[config.mk]
export PLATFORM = sky130hd
export DESIGN_NAME = ttsp_ctrl
export DESIGN_NICKNAME = d
export VERILOG_FILES = /design/src/hdl/transposition_table_store_probe_core_assert.svh /design/src/hdl/ttsp_pkg.sv /design/src/hdl/ttsp_ctrl.sv
export SDC_FILE = /design/constraint.sdc
export NUM_CORES = 1
export LEC_CHECK = 0
export ABC_CLOCK_PERIOD_IN_PS = 1690
export BUFFER_PORTS_ARGS = -buffer_cell sky130_fd_sc_hd__buf_2
export CAP_MARGIN = 20
export CORE_AREA = 3 3 40 42
export DETAILED_ROUTE_END_ITERATION = 7
export DIE_AREA = 0 0 43 45
export HOLD_SLACK_MARGIN = 0.08
export PLACE_DENSITY = 0.33
export SLEW_MARGIN = 15
export SYNTH_ARGS = -nofsm -noshare
export SYNTH_HDL_FRONTEND = slang
export SYNTH_SLANG_ARGS = --single-unit
export TNS_END_PERCENT = 30
[constraint.sdc]
create_clock -name clk_i -period 1.69 [get_ports clk_i]
set_clock_uncertainty 0.1 [all_clocks]
set_input_delay 0.338 -clock clk_i [delete_from_list [all_inputs] [get_ports clk_i]]
set_output_delay 0.338 -clock clk_i [all_outputs]
set_load 0.02 [all_outputs]
[src/hdl/transposition_table_store_probe_core_assert.svh]
// assertion macros for the transposition table store and probe core
`ifndef TRANSPOSITION_TABLE_STORE_PROBE_CORE_ASSERT_SVH
`define TRANSPOSITION_TABLE_STORE_PROBE_CORE_ASSERT_SVH
`ifndef SYNTHESIS
`define TTSP_ASSERT(lbl, prop, msg) \
  lbl: assert property (@(posedge clk_i) disable iff (!rst_ni) (prop)) else $error(msg);
`define TTSP_ASSERT_RST(lbl, prop, msg) \
  lbl: assert property (@(posedge clk_i) (prop)) else $error(msg);
`else
`define TTSP_ASSERT(lbl, prop, msg)
`define TTSP_ASSERT_RST(lbl, prop, msg)
`endif
`endif

[src/hdl/ttsp_pkg.sv]
// shared types and constants for the transposition table store and probe core
package ttsp_pkg;

  localparam int unsigned HASH_W          = 64;
  localparam int unsigned SCORE_W         = 32;
  localparam int unsigned DEPTH_W         = 8;
  localparam int unsigned MOVE_W          = 22;
  localparam int unsigned DEFAULT_ENTRIES = 65536;

  localparam logic FUNC_STORE = 1'b0;
  localparam logic FUNC_PROBE = 1'b1;

  typedef enum logic [1:0] {
    TYPE_INVALID = 2'd0,
    TYPE_EXACT   = 2'd1,
    TYPE_LOWER   = 2'd2,
    TYPE_UPPER   = 2'd3
  } entry_type_e;

  typedef struct packed {
    logic [HASH_W-1:0]         hash;
    logic signed [SCORE_W-1:0] score;
    logic [DEPTH_W-1:0]        depth;
    logic [MOVE_W-1:0]         move;
    entry_type_e               etype;
  } entry_t;

  localparam int unsigned ENTRY_W = $bits(entry_t);

  typedef struct packed {
    logic clear_we;
    logic accept;
    logic eval_fire;
  } ctrl_cmd_t;

  typedef struct packed {
    logic clear_last;
    logic out_free;
  } dp_status_t;

endpackage

[src/hdl/ttsp_ctrl.sv]
// controller state machine: clearing pass, accept and evaluate sequencing
module ttsp_ctrl (
  input  logic                  clk_i,
  input  logic                  rst_ni,
  input  logic                  in_valid_i,
  output logic                  in_ready_o,
  input  ttsp_pkg::dp_status_t  status_i,
  output ttsp_pkg::ctrl_cmd_t   cmd_o
);
  import ttsp_pkg::*;

  typedef enum logic [2:0] {
    ST_CLEAR = 3'b001,
    ST_IDLE  = 3'b010,
    ST_EVAL  = 3'b100
  } state_e;

  state_e state_q, state_d;

  always_comb begin
    state_d    = state_q;
    cmd_o      = '0;
    in_ready_o = 1'b0;
    unique case (state_q)
      ST_CLEAR: begin
        cmd_o.clear_we = 1'b1;
        if (status_i.clear_last) begin
          state_d = ST_IDLE;
        end
      end
      ST_IDLE: begin
        in_ready_o = 1'b1;
        if (in_valid_i) begin
          cmd_o.accept = 1'b1;
          state_d      = ST_EVAL;
        end
      end
      ST_EVAL: begin
        if (status_i.out_free) begin
          cmd_o.eval_fire = 1'b1;
          state_d         = ST_IDLE;
        end
      end
      default: begin
        state_d = ST_CLEAR;
      end
    endcase
  end

  always_ff @(posedge clk_i or negedge rst_ni) begin
    if (!rst_ni) begin
      state_q <= ST_CLEAR;
    end else begin
      state_q <= state_d;
    end
  end

endmodule

==> impl_metrics.py <==
metrics = {
    "timing": {
        "drv_slew": 0,
        "fin_crit_sh_pct": 99.0,
        "max_freq_ghz": 0.598,
        "tightest_slew_ps": 243,
        "setup_tns_ps": 0,
        "grt_setup_unrepaired": "no",
        "holdWs_ps": 267,
        "hold_violations": 0,
        "setup_violations": 0,
        "relSlewSlack_pct": 83.6,
        "min_period_ps": 1670,
    },
    "worst_hold_path": {
        "hold_class": "in2reg",
    },
    "cells_and_area": {
        "regMostFlops": "state_q",
        "area_growth_pct": 54.7,
        "largest_register_ffs": 3,
        "num-nets-final": 37,
        "final_common_cell": "buf_2",
        "drive_gt1_share_pct": 54.8,
        "multi_input_area_sq_um": 105,
        "ff_latch_area_sq_um": 78.8,
        "reg_top3": "state_q (3)",
        "layout_common_cells": "buf_2, clkbuf_4, dfrtp_2",
        "nFillCells": 146,
        "antenna_cells_inserted": 0,
    },
    "worst_setup_path": {
        "start_kind": "flop",
        "end_kind": "output port",
        "crit_type": "reg2out",
        "crit_required_ps": 1250,
        "cp.arrival_ps": 1240,
        "crit_fanout": 6,
    },
    "drt": {
        "wl_per_cell_microns": 10.3,
        "viasPerCell": 3.74,
        "drtIter0Drc": 3,
        "top_layer_used": "met3",
        "dr_wl_met2_microns": 220,
        "wl_met1_microns": 229,
        "ant_nets": 0,
        "finalWirelength_microns": 473,
        "first_pass_iters": 3,
        "drc": 0,
        "met3_length_microns": 24,
        "vias": 172,
    },
    "clock_tree": {
        "htreeDepth": 1,
        "clkSlewWorstSetupHoldPaths_ps": 40,
        "clock_path_buffers": 2,
        "clk_latency_ps": 240,
        "cts_made_buffers": 3,
        "cts_tree": "built",
        "cts_root_buf": "clkbuf_4",
        "cts_sinks": 3,
    },
    "power_and_ir_drop": {
        "cellPowerDensity_nw_per_um2": 1650,
        "peakVddDrop_uv": 480,
        "leakage_nw": 0.130,
    },
    "floorplanning": {
        "rows": 13,
        "fp.dieArea_sq_um": 1940,
        "start_util_pct": 14.6,
        "pin_count": 9,
        "die_w_microns": 43,
        "core-area_sq_um": 1280,
        "die_h_microns": 45,
    },
    "run": {
        "max_cap_violations": 0,
    },
    "placed_design": {
        "place_congestion": 0.672,
        "port_buffers": 8,
    },
    "global_routing": {
        "track_usage_pct": 5.43,
        "grt_max_degree": 10,
        "grt-ovfl-total": 0,
        "grt_pass1_wl_microns": 724,
        "grt_pass1_vias": 163,
        "antenna_found_initial": 0,
    },
    "synthesis": {
        "syn_inst": 18,
        "synth_warnings": 0,
        "syn-mean-instance-area_sq_um": 10.4,
        "ys_types": 16,
        "yosysSeqAreaShare_pct": 40.7,
        "synth-seq-cells": 3,
        "synth_fp_nets": 23,
        "netlist_area_sq_um": 188,
    },
    "run_status": {
        "status": "completed",
    },
}
[critical path: stages, from the launching register on]
cell and delay, ps:
dfstp_2 580, and4bb_2 260, buf_2 160
[report_power, final]
group	internal, mW	leakage (nW)	total, mW	switching (mW)
logic	0.0977	0.0805	0.184	0.0861
clock network	0.0887	0.0150	0.129	0.0405
registers	0.112	0.0342	0.165	0.0526
[per-layer routing]
layer	vias up	track usage, %
li1	92	-
met1	76	6.33
met2	4	8.08
met3	0	3.59
met4	0	1.81
met5	-	0
[cell usage after synthesis]
cell	count	area share [%]
inv_1	1	2.0
nor2b_1	1	3.3
nand3b_1	1	4.0
a21oi_1	1	2.7
dfstp_2	1	14
and4bb_2	1	6.7
o31ai_1	1	4.0
buf_4	1	4.0
and3b_1	1	4.7
and2_1	1	3.3
dfrtp_1	2	27
nor4b_1	1	4.7
a211o_1	1	4.7
nor3b_1	2	8.0
o21ai_0	1	2.7
or3b_1	1	4.7
[final cells by class]
class	count	share of cell area, %
Multi-Input combinational cell	13	36.2
Sequential cell	3	27.2
Timing Repair Buffer	10	19.8
Clock buffer	4	9.05
Tap cell	15	6.47
Inverter	1	1.29
[worst paths after layout]
| path | startpoint | end | slack (ps) | cells after the start |
|---|---|---|---|---|
| max in group asynchronous | rst_ni | state_q[0] | 970 | 2 |
| min in group asynchronous | rst_ni | state_q[1] | 320 | 2 |
| hold / removal | status_i[0] | state_q[2] | 270 | 3 |
| setup reg to reg | state_q[0] | state_q[1] | 410 | 2 |
| hold reg to reg | state_q[2] | state_q[0] | 440 | 1 |
| setup / recovery | state_q[0] | cmd_o[0] | 20 | 2 |
[what timing repair did]
action	CTS	global route
hold buffers	1	0
endpoints found under the hold margin	3	0
resized for setup	0	2
setup buffers	1	0
setup endpoints to repair	1	1
[through the flow]
| stage | total power, mW | setup slack (ps) | std cells | utilization [%] | instance area, sq um |
|---|---|---|---|---|---|
| 2_1_floorplan | 0.275 | 97.9 | 18 | - | 193 |
| 3_3_place_gp | 0.327 | 249 | 40 | 19.0 | 244 |
| 3_5_place_dp | 0.329 | 246 | 40 | 19.0 | 244 |
| 4_1_cts | 0.482 | 18.0 | 46 | 22.4 | 288 |
| 5_1_grt | 0.508 | 2.74 | 46 | 22.6 | 290 |
| 6_report | 0.478 | 16.9 | 46 | 22.6 | 290 |
[cells by family (layout without fill, tap and decap cells)]
kind of cell	count (synthesis)	count (layout)	share of synthesized area (%)
DFF	3	3	40.7
AOI/OAI and AO/OA	4	4	14.0
and+or+nand+nor	9	9	39.3
buffers and inverters	2	15	6.00
(Power assumes the default switching activity.)
